**src/hw/rtl/atu_pkg.sv**
```systemverilog
// Shared types, constants and the digit decode for the ASCII-to-unsigned parser.
// No dependencies; every other file imports this package.
package atu_pkg;

  localparam int unsigned CH_W          = 8;
  localparam int unsigned VALUE_W       = 32;
  localparam int unsigned OFFSET_W      = 13;
  localparam int unsigned STATUS_W      = 2;
  localparam int unsigned RADIX_W       = 6;
  localparam int unsigned MAX_CHARS_DEF = 4096;

  localparam logic [RADIX_W-1:0] RADIX_AUTO = 6'd0;
  localparam logic [RADIX_W-1:0] RADIX_BAD  = 6'd1;
  localparam logic [RADIX_W-1:0] RADIX_OCT  = 6'd8;
  localparam logic [RADIX_W-1:0] RADIX_DEC  = 6'd10;
  localparam logic [RADIX_W-1:0] RADIX_HEX  = 6'd16;
  localparam logic [RADIX_W-1:0] BASE_LIMIT = 6'd36;
  localparam logic [RADIX_W-1:0] DIGIT_NONE = 6'd63;

  localparam logic [CH_W-1:0] CH_TAB   = 8'h09;
  localparam logic [CH_W-1:0] CH_CR    = 8'h0D;
  localparam logic [CH_W-1:0] CH_SPACE = 8'h20;
  localparam logic [CH_W-1:0] CH_PLUS  = 8'h2B;
  localparam logic [CH_W-1:0] CH_MINUS = 8'h2D;
  localparam logic [CH_W-1:0] CH_ZERO  = 8'h30;
  localparam logic [CH_W-1:0] CH_NINE  = 8'h39;
  localparam logic [CH_W-1:0] CH_UP_A  = 8'h41;
  localparam logic [CH_W-1:0] CH_UP_X  = 8'h58;
  localparam logic [CH_W-1:0] CH_UP_Z  = 8'h5A;
  localparam logic [CH_W-1:0] CH_LO_A  = 8'h61;
  localparam logic [CH_W-1:0] CH_LO_X  = 8'h78;
  localparam logic [CH_W-1:0] CH_LO_Z  = 8'h7A;

  typedef enum logic [2:0] {
    PH_IDLE,
    PH_WS,
    PH_SIGNED,
    PH_ZERO,
    PH_XPFX,
    PH_DIGITS
  } phase_e;

  typedef enum logic [STATUS_W-1:0] {
    ST_OK,
    ST_NO_DIGITS,
    ST_BAD_BASE,
    ST_OVERFLOW
  } status_e;

  typedef struct packed {
    logic            valid;
    logic [CH_W-1:0] ch;
    logic            start_req;
  } item_t;

  typedef struct packed {
    logic                valid;
    logic [VALUE_W-1:0]  value;
    logic [OFFSET_W-1:0] end_offset;
    status_e             status;
  } res_t;

  function automatic logic [RADIX_W-1:0] digit_value(input logic [CH_W-1:0] c);
    logic [RADIX_W-1:0] d;
    d = DIGIT_NONE;
    if (c inside {[CH_ZERO:CH_NINE]}) begin
      d = RADIX_W'(c - CH_ZERO);
    end else if (c inside {[CH_LO_A:CH_LO_Z]}) begin
      d = RADIX_W'(c - CH_LO_A) + RADIX_DEC;
    end else if (c inside {[CH_UP_A:CH_UP_Z]}) begin
      d = RADIX_W'(c - CH_UP_A) + RADIX_DEC;
    end
    return d;
  endfunction

endpackage

```
**src/hw/rtl/atu_if.sv**
```systemverilog
// Channel interfaces of the parser: character requests, results and radix writes.
// Depends on atu_pkg for field widths.
interface atu_in_if import atu_pkg::*; ();
  logic            valid;
  logic            ready;
  logic [CH_W-1:0] ch;
  logic            start_req;

  modport source (output valid, output ch, output start_req, input ready);
  modport sink (input valid, input ch, input start_req, output ready);
endinterface

interface atu_out_if import atu_pkg::*; ();
  logic                valid;
  logic                ready;
  logic [VALUE_W-1:0]  value;
  logic [OFFSET_W-1:0] end_offset;
  logic [STATUS_W-1:0] status;

  modport source (output valid, output value, output end_offset, output status, input ready);
  modport sink (input valid, input value, input end_offset, input status, output ready);
endinterface

interface atu_cfg_if import atu_pkg::*; ();
  logic               valid;
  logic               ready;
  logic [RADIX_W-1:0] radix_select;

  modport source (output valid, output radix_select, input ready);
  modport sink (input valid, input radix_select, output ready);
endinterface

```
**src/hw/rtl/atu_in_reg.sv**
```systemverilog
// Input register of the parser: captures one character request per cycle unless stalled.
// Depends on atu_pkg and atu_in_if.
module atu_in_reg import atu_pkg::*; (
  input  logic       clk_i,
  input  logic       rst_ni,
  atu_in_if.sink     in_i,
  input  logic       adv_i,
  output item_t      item_o
);

  logic            valid_q, valid_d;
  logic [CH_W-1:0] ch_q;
  logic            start_q;
  logic            load;

  assign in_i.ready = !valid_q || adv_i;
  assign load       = in_i.valid && in_i.ready;

  always_comb begin
    valid_d = valid_q;
    if (load) begin
      valid_d = 1'b1;
    end else if (adv_i) begin
      valid_d = 1'b0;
    end
  end

  always_ff @(posedge clk_i or negedge rst_ni) begin
    if (!rst_ni) begin
      valid_q <= 1'b0;
    end else begin
      valid_q <= valid_d;
    end
  end

  always_ff @(posedge clk_i) begin
    if (load) begin
      ch_q    <= in_i.ch;
      start_q <= in_i.start_req;
    end
  end

  assign item_o = '{valid: valid_q, ch: ch_q, start_req: start_q};

endmodule

```
**src/hw/rtl/atu_conv.sv**
```systemverilog
// Conversion step: parse state registers and the per-character next-state logic.
// Depends on atu_pkg (phase codes, digit decode, radix constants).
module atu_conv import atu_pkg::*; #(
  parameter int unsigned MAX_CHARS = MAX_CHARS_DEF
) (
  input  logic               clk_i,
  input  logic               rst_ni,
  input  item_t              item_i,
  input  logic               adv_i,
  input  logic [RADIX_W-1:0] radix_sel_i,
  output res_t               res_o
);

  localparam int unsigned CntW = $clog2(MAX_CHARS + 1);
  localparam logic [CntW-1:0] CntMax = CntW'(MAX_CHARS);
  localparam int unsigned ProdW = VALUE_W + RADIX_W;

  phase_e             phase_q, phase_d;
  logic               neg_q, neg_d;
  logic [RADIX_W-1:0] radix_q, radix_d;
  logic [VALUE_W-1:0] acc_q, acc_d;
  logic               ovf_q, ovf_d;
  logic               seen_q, seen_d;
  logic [CntW-1:0]    cnt_q, cnt_d;

  logic [CntW-1:0]    pos;
  logic [RADIX_W-1:0] dig;
  logic [ProdW-1:0]   prod;
  logic               go;
  logic [CH_W-1:0]    c;

  assign c   = item_i.ch;
  assign dig = digit_value(c);

  always_comb begin
    phase_d = phase_q;
    neg_d   = neg_q;
    radix_d = radix_q;
    acc_d   = acc_q;
    ovf_d   = ovf_q;
    seen_d  = seen_q;
    cnt_d   = cnt_q;
    pos     = cnt_q;
    prod    = '0;
    go      = 1'b0;
    res_o   = '{valid: 1'b0, value: '0, end_offset: '0, status: ST_OK};

    if (adv_i) begin
      go = 1'b1;
      if (item_i.start_req) begin
        neg_d   = 1'b0;
        acc_d   = '0;
        ovf_d   = 1'b0;
        seen_d  = 1'b0;
        cnt_d   = '0;
        radix_d = radix_sel_i;
        phase_d = PH_WS;
        if (radix_sel_i == RADIX_BAD || radix_sel_i > BASE_LIMIT) begin
          res_o   = '{valid: 1'b1, value: '0, end_offset: '0, status: ST_BAD_BASE};
          phase_d = PH_IDLE;
          go      = 1'b0;
        end
      end
      if (phase_d == PH_IDLE) begin
        go = 1'b0;
      end

      if (go) begin
        pos = cnt_d;
        if (cnt_d < CntMax) begin
          cnt_d = cnt_d + 1'b1;
        end

        if (phase_d == PH_WS) begin
          if (c == CH_SPACE || (c >= CH_TAB && c <= CH_CR)) begin
            go = 1'b0;
          end else begin
            phase_d = PH_SIGNED;
            if (c == CH_PLUS || c == CH_MINUS) begin
              neg_d = (c == CH_MINUS);
              go    = 1'b0;
            end
          end
        end

        if (go && phase_d == PH_SIGNED) begin
          if (c == CH_ZERO && (radix_d == RADIX_AUTO || radix_d == RADIX_HEX)) begin
            seen_d  = 1'b1;
            phase_d = PH_ZERO;
            go      = 1'b0;
          end else begin
            if (radix_d == RADIX_AUTO) begin
              radix_d = RADIX_DEC;
            end
            phase_d = PH_DIGITS;
          end
        end else if (go && phase_d == PH_ZERO) begin
          if (c == CH_LO_X || c == CH_UP_X) begin
            phase_d = PH_XPFX;
            go      = 1'b0;
          end else begin
            if (radix_d == RADIX_AUTO) begin
              radix_d = RADIX_OCT;
            end
            phase_d = PH_DIGITS;
          end
        end else if (go && phase_d == PH_XPFX) begin
          go = 1'b0;
          if (dig < RADIX_HEX) begin
            radix_d = RADIX_HEX;
            acc_d   = VALUE_W'(dig);
            phase_d = PH_DIGITS;
          end else begin
            res_o.valid      = 1'b1;
            res_o.end_offset = (pos >= CntMax) ? OFFSET_W'(CntMax) : OFFSET_W'(pos - 1'b1);
            phase_d          = PH_IDLE;
          end
        end

        if (go) begin
          if (dig < radix_d) begin
            prod = ProdW'(acc_d) * ProdW'(radix_d) + ProdW'(dig);
            if (prod[ProdW-1:VALUE_W] != '0) begin
              ovf_d = 1'b1;
            end
            acc_d  = prod[VALUE_W-1:0];
            seen_d = 1'b1;
          end else begin
            res_o.valid = 1'b1;
            phase_d     = PH_IDLE;
            if (!seen_d) begin
              res_o.status = ST_NO_DIGITS;
            end else if (ovf_d) begin
              res_o.value      = '1;
              res_o.end_offset = OFFSET_W'(pos);
              res_o.status     = ST_OVERFLOW;
            end else begin
              res_o.value      = neg_d ? (VALUE_W'(0) - acc_d) : acc_d;
              res_o.end_offset = OFFSET_W'(pos);
            end
          end
        end
      end
    end
  end

  always_ff @(posedge clk_i or negedge rst_ni) begin
    if (!rst_ni) begin
      phase_q <= PH_IDLE;
      neg_q   <= 1'b0;
      radix_q <= '0;
      acc_q   <= '0;
      ovf_q   <= 1'b0;
      seen_q  <= 1'b0;
      cnt_q   <= '0;
    end else begin
      phase_q <= phase_d;
      neg_q   <= neg_d;
      radix_q <= radix_d;
      acc_q   <= acc_d;
      ovf_q   <= ovf_d;
      seen_q  <= seen_d;
      cnt_q   <= cnt_d;
    end
  end

endmodule

```
**src/hw/rtl/atu_out_reg.sv**
```systemverilog
// Result register of the parser: holds one result until the sink takes it.
// Depends on atu_pkg and atu_out_if.
module atu_out_reg import atu_pkg::*; (
  input  logic       clk_i,
  input  logic       rst_ni,
  input  res_t       res_i,
  output logic       space_o,
  atu_out_if.source  out_o
);

  logic                valid_q, valid_d;
  logic [VALUE_W-1:0]  value_q;
  logic [OFFSET_W-1:0] offset_q;
  status_e             status_q;

  assign space_o = !valid_q || out_o.ready;

  always_comb begin
    valid_d = valid_q;
    if (res_i.valid) begin
      valid_d = 1'b1;
    end else if (out_o.ready) begin
      valid_d = 1'b0;
    end
  end

  always_ff @(posedge clk_i or negedge rst_ni) begin
    if (!rst_ni) begin
      valid_q <= 1'b0;
    end else begin
      valid_q <= valid_d;
    end
  end

  always_ff @(posedge clk_i) begin
    if (res_i.valid) begin
      value_q  <= res_i.value;
      offset_q <= res_i.end_offset;
      status_q <= res_i.status;
    end
  end

  assign out_o.valid      = valid_q;
  assign out_o.value      = value_q;
  assign out_o.end_offset = offset_q;
  assign out_o.status     = status_q;

endmodule

```
**src/hw/rtl/ascii_to_unsigned_parser_core.sv**
```systemverilog
// Top level of the ASCII-to-unsigned parser: radix register, input register,
// conversion step and result register. Depends on atu_pkg, atu_if and the atu_* modules.
//
//   channel  dir  payload                        handshake
//   in_i     in   ch[7:0], start_req             valid/ready
//   out_o    out  value[31:0], end_offset[12:0], valid/ready
//                 status[1:0]
//   cfg_i    in   radix_select[5:0]              valid/ready, ready always high
//
// One character per cycle while the result register has space; a request passes
// through the input register; its result, if any, is registered in the result register.
// The conversion step is one 32x6 multiply-add between the two registers.
// Reset clears the parse state and sets the radix to automatic; no clearing pass.
// A stalled result register holds the step; the input register still takes one request.
module ascii_to_unsigned_parser_core import atu_pkg::*; #(
  parameter int unsigned MAX_CHARS = MAX_CHARS_DEF
) (
  input  logic       clk_i,
  input  logic       rst_ni,
  atu_in_if.sink     in_i,
  atu_out_if.source  out_o,
  atu_cfg_if.sink    cfg_i
);

  logic [RADIX_W-1:0] radix_sel_q;
  item_t              item;
  res_t               res;
  logic               space;
  logic               adv;

  assign cfg_i.ready = 1'b1;

  always_ff @(posedge clk_i or negedge rst_ni) begin
    if (!rst_ni) begin
      radix_sel_q <= RADIX_AUTO;
    end else if (cfg_i.valid) begin
      radix_sel_q <= cfg_i.radix_select;
    end
  end

  assign adv = item.valid && space;

  atu_in_reg u_in_reg (
    .clk_i  (clk_i),
    .rst_ni (rst_ni),
    .in_i   (in_i),
    .adv_i  (adv),
    .item_o (item)
  );

  atu_conv #(
    .MAX_CHARS (MAX_CHARS)
  ) u_conv (
    .clk_i       (clk_i),
    .rst_ni      (rst_ni),
    .item_i      (item),
    .adv_i       (adv),
    .radix_sel_i (radix_sel_q),
    .res_o       (res)
  );

  atu_out_reg u_out_reg (
    .clk_i   (clk_i),
    .rst_ni  (rst_ni),
    .res_i   (res),
    .space_o (space),
    .out_o   (out_o)
  );

endmodule

```
**src/flat_wrapper.sv**
```systemverilog
// flat-port wrapper written by rule: the top's interface ports become plain ports
module ascii_to_unsigned_parser_core_flat import atu_pkg::*;
#(
  parameter int unsigned MAX_CHARS = MAX_CHARS_DEF
)
  (clk_i, rst_ni, in_i_valid, in_i_ch, in_i_start_req, in_i_ready, out_o_valid, out_o_value, out_o_end_offset, out_o_status, out_o_ready, cfg_i_valid, cfg_i_radix_select, cfg_i_ready);
  atu_in_if in_i_i ();
  atu_out_if out_o_i ();
  atu_cfg_if cfg_i_i ();
  input  logic clk_i;
  input  logic rst_ni;
  input wire logic [$bits(in_i_i.valid)-1:0] in_i_valid;
  input wire logic [$bits(in_i_i.ch)-1:0] in_i_ch;
  input wire logic [$bits(in_i_i.start_req)-1:0] in_i_start_req;
  output wire logic [$bits(in_i_i.ready)-1:0] in_i_ready;
  output wire logic [$bits(out_o_i.valid)-1:0] out_o_valid;
  output wire logic [$bits(out_o_i.value)-1:0] out_o_value;
  output wire logic [$bits(out_o_i.end_offset)-1:0] out_o_end_offset;
  output wire logic [$bits(out_o_i.status)-1:0] out_o_status;
  input wire logic [$bits(out_o_i.ready)-1:0] out_o_ready;
  input wire logic [$bits(cfg_i_i.valid)-1:0] cfg_i_valid;
  input wire logic [$bits(cfg_i_i.radix_select)-1:0] cfg_i_radix_select;
  output wire logic [$bits(cfg_i_i.ready)-1:0] cfg_i_ready;
  assign in_i_i.valid = in_i_valid;
  assign in_i_i.ch = in_i_ch;
  assign in_i_i.start_req = in_i_start_req;
  assign in_i_ready = in_i_i.ready;
  assign out_o_valid = out_o_i.valid;
  assign out_o_value = out_o_i.value;
  assign out_o_end_offset = out_o_i.end_offset;
  assign out_o_status = out_o_i.status;
  assign out_o_i.ready = out_o_ready;
  assign cfg_i_i.valid = cfg_i_valid;
  assign cfg_i_i.radix_select = cfg_i_radix_select;
  assign cfg_i_ready = cfg_i_i.ready;
  ascii_to_unsigned_parser_core #(.MAX_CHARS(MAX_CHARS)) u_core (.clk_i(clk_i), .rst_ni(rst_ni), .in_i(in_i_i), .out_o(out_o_i), .cfg_i(cfg_i_i));
endmodule
```
**config.mk**
```make
export PLATFORM = sky130hd
export DESIGN_NAME = ascii_to_unsigned_parser_core_flat
export DESIGN_NICKNAME = d
export VERILOG_FILES = /design/src/hw/rtl/atu_pkg.sv /design/src/hw/rtl/atu_if.sv /design/src/hw/rtl/atu_in_reg.sv /design/src/hw/rtl/atu_conv.sv /design/src/hw/rtl/atu_out_reg.sv /design/src/hw/rtl/ascii_to_unsigned_parser_core.sv /design/src/flat_wrapper.sv
export SDC_FILE = /design/constraint.sdc
export NUM_CORES = 1
export LEC_CHECK = 0
export BUFFER_PORTS_ARGS = -buffer_cell sky130_fd_sc_hd__buf_2
export CAP_MARGIN = 20
export CELL_PAD_IN_SITES_DETAIL_PLACEMENT = 0
export CELL_PAD_IN_SITES_GLOBAL_PLACEMENT = 1
export CORE_ASPECT_RATIO = 2
export CORE_MARGIN = 2
export CORE_UTILIZATION = 45
export DETAILED_ROUTE_END_ITERATION = 16
export PLACE_DENSITY_LB_ADDON = 0.1
export SLEW_MARGIN = 20
export SYNTH_ARGS = -nofsm -noshare
export SYNTH_HDL_FRONTEND = slang
export SYNTH_HIERARCHICAL = 1
export SYNTH_SLANG_ARGS = --single-unit
```
**constraint.sdc**
```tcl
create_clock -name clk_i -period 7.39 [get_ports clk_i]
set_input_delay 1.478 -clock clk_i [delete_from_list [all_inputs] [get_ports clk_i]]
set_output_delay 1.478 -clock clk_i [all_outputs]
set_load 0.03 [all_outputs]
```
==> results.md <==
### Run status
• result of the run: completed

### Global routing
• number of antenna violations at the first check in global routing: 0
• wire length of the first global-routing pass: 75800 µm
• Total Routing Usage GR: 0.310
• vias in the first global route: 13100
• leftover overflow at the end of global routing: 0
• maximum number of pins on one net before global-route repair: 66

### Logic synthesis
• net count of the mapped netlist: 1810
• Syn Inst Count: 1564
• netlist area before placement: 13900 µm²
• top_reg_cell synth: dfrtp_1
• Synth Area per Inst: 8.88 µm²
• Cell variety after synth: 95
• Seq/Total Area, Yosys: 0.238
• number of synthesized flops with an enable pin: 56
• warnings from Yosys: 6
• asr flop ratio synth: 0.537
• number of storage elements in the synthesis netlist: 121

### Timing
• final sum of negative setup slack: 0 ps
• Worst Slack Setup Final: 180 ps
• final worst-path cycle share: 0.976
• number of failing hold endpoints at the final stage: 0
• maximum clock frequency: 139 MHz
• final setup fails: 0
• transition time of the tightest slew-check pin: 1090 ps
• Post-Route Hold Slack: 478 ps
• pins over their slew limit: 0
• Max-Slew Margin vs Limit: 0.265
• Clock Skews: 20.1 ps
• clock period minus worst slack: 7210 ps

### Routing
• total routed wirelength: 48700 µm
• DR vias: 12800
• First-pass DRT Iterations: 6
• detail-routed net length per standard cell: 23.4 µm
• average vias per placed instance: 6.15
• number of design-rule violations left by the first detailed-router iteration: 1029
• number of remaining DRC errors: 0
• number of antenna-violating nets in the routed design: 0

### Setup path
• data required time at the worst endpoint: 7720 ps
• CP endpoint kind: register
• start-to-end type of the worst setup path: register to register
• arrival time reported for the critical path endpoint: 7540 ps
• largest driver fanout on the critical path: 12
• startpoint type of the worst setup path: register

### Power and ir drop
• switching pwr: 2.33 mW
• Pwr Total: 4.80 mW
• internal power: 2.47 mW
• cell area power density: 297 nW/µm²
• Clock Power Share: 0.181
• Lkg Pwr: 7.49 nW
• sequential power share: 0.225
• Gate power share: 0.594
• Sw Ratio: 0.486
• IR drop worst, VDD: 0.204 mV

### Place
• placed wire-length estimate: 37700 µm
• total of buffers placed on input and output ports: 68
• gp weighted congestion: 0.936
• worst setup slack before clock tree synthesis: -248 ps

### CTS
• maximum clock path buffer count: 2
• CTS root buf: clkbuf_16
• Skew-Pair Late Insertion Delay: 450 ps
• number of buffers created by CTS: 17
• clock slew at reported path FFs: 60 ps
• clock sinks: 121
• CTS tree: done
• level count of the clock H-tree: 4

### Layout
• post-route core utilization: 0.528
• Final nets: 1940
• layout cell share with drive strength beyond 1: 0.186
• number of diodes added for antenna fixing: 0
• most frequent standard cell in the layout excluding fill and tap cells: nor2_1
• layout overhead on the synthesized area: 16.4%
• commonest cells after routing, fill and taps aside: nor2_1, fa_1, nand2_1
• count of filler cells inserted in the layout: 2896

### Floorplan
• placeable core area: 30600 µm²
• Std-Cell Rows: 91
• effective utilization at floorplan: 0.454
• Die Width: 128 µm
• I/O pin count: 70
• Chip Height: 252 µm
• die area: 32400 µm²

### Worst hold path
• hold crit path type: register to register

### Job
• maximum capacitance violations: 0

repair_timing:
| action | in CTS | in global routing |
|---|---|---|
| gates resized for setup | 9 | 57 |
| hold buffers | 0 | 0 |
| setup buffers | 1 | 7 |
| pin swaps | 5 | 36 |
| endpoints found under the setup margin | 4 | 13 |
power by group through the flow:
stage	Sequential (mW)	Clock, mW	Combinational [mW]
floorplan	1.22	0	1.59
CTS	1.08	0.884	2.73
global placement	1.08	0	2.67
global route	1.10	0.915	3.09
finish	1.08	0.870	2.85
detailed placement	1.09	0	2.70
cells by family after synthesis:
family	Yosys count	share of synthesized area
and+or+nand+nor	585	0.200
other	1	0.000270
AOI/OAI and AO/OA	398	0.194
buffers and inverters	163	0.0476
xor gates and xnor gates	48	0.0303
DFF	121	0.238
muxes	22	0.0186
adders and majority gates	226	0.271
worst max-delay path: stages, from the launching register on:
cell	delay (ps)
edfxtp_1	430
ha_2	210
or4b_4	490
a311o_1	320
o211ai_1	120
o21a_1	250
a211o_1	240
nor2_4	90
buf_4	150
or2_4	300
buf_12	170
nor2_1	150
fa_1	480
fa_1	540
fa_1	460
ha_1	290
ha_1	330
a21o_1	190
or3_1	380
o211ai_1	310
a21boi_1	130
o31a_1	320
o21a_1	190
or3_1	340
a31o_1	180
flip-flops by register name (all words and copies together) (netlist names), 2 cells and up:
name	count
u_core/u_conv/acc_q	32
u_core/u_out_reg/out_o.status	2
u_core/u_out_reg/out_o.value	32
u_core/u_conv/cnt_q	13
u_core/u_in_reg/ch_q	8
u_core/u_conv/radix_q	6
u_core/u_conv/phase_q	3
u_core/u_out_reg/out_o.end_offset	13
u_core/radix_sel_q	6
path summary, 6_finish.rpt:
check	start	endpoint	depth (start not counted)	slack, ps
min	u_core/u_conv/seen_q	u_core/u_conv/seen_q	2	480
max in group asynchronous	rst_ni	u_core/u_conv/acc_q[11]	2	5460
max reg2reg	u_core/u_in_reg/ch_q[0]	u_core/u_conv/acc_q[18]	24	180
max	u_core/u_in_reg/ch_q[0]	u_core/u_conv/acc_q[18]	24	180
min reg2reg	u_core/u_conv/seen_q	u_core/u_conv/seen_q	2	480
min in group asynchronous	rst_ni	u_core/u_in_reg/valid_q	2	1260
layout make-up:
| class | instances | area [µm²] | share of cell area |
|---|---|---|---|
| clock buffer | 20 | 447 | 0.0276 |
| clock inverter | 12 | 140 | 0.00866 |
| inverter | 81 | 304 | 0.0188 |
| multi-input combinational | 1280 | 10200 | 0.629 |
| sequential | 121 | 3310 | 0.205 |
| tap | 372 | 465 | 0.0288 |
| timing repair buffer | 193 | 1330 | 0.0825 |
per-layer routing:
layer	vias up	GRT usage	share of wire
li1	5850	-	-
met1	6327	0.388	0.40
met2	480	0.520	0.49
met3	124	0.0406	0.052
met4	0	0.163	0.054
met5	-	0	0
stage by stage:
stage / area [µm²] / instances
floorplan: 13900 / 1564
global placement: 15300 / 2039
detailed placement: 15300 / 2039
CTS: 15900 / 2072
global route: 16200 / 2079
finish: 16200 / 2079
synthesized netlist by cell type, drive strengths merged (8+ instances only):
cell	n	area, µm²
nor2	260	976
fa	124	2480
nand2	123	462
ha	102	1280
o21ai	95	479
a21oi	93	480
inv	80	300
dfrtp	65	1630
edfxtp	56	1680
clkbuf	55	206
nor3	32	171
xnor2	28	245
buf	27	151
a21o	26	195
nand3	25	125
xor2	20	175
and3	19	119
nor2b	18	113
a211oi	17	138
nand4	17	106
nor4	16	130
o21a	16	120
o211ai	15	118
or3	15	93.8
a22o	13	114
mux2	12	158
a31oi	10	62.6
mux2i	10	100
or2	10	62.6
and2	9	58.8
nand2b	9	73.8
o31ai	8	60.1
(Power assumes the default switching activity.)
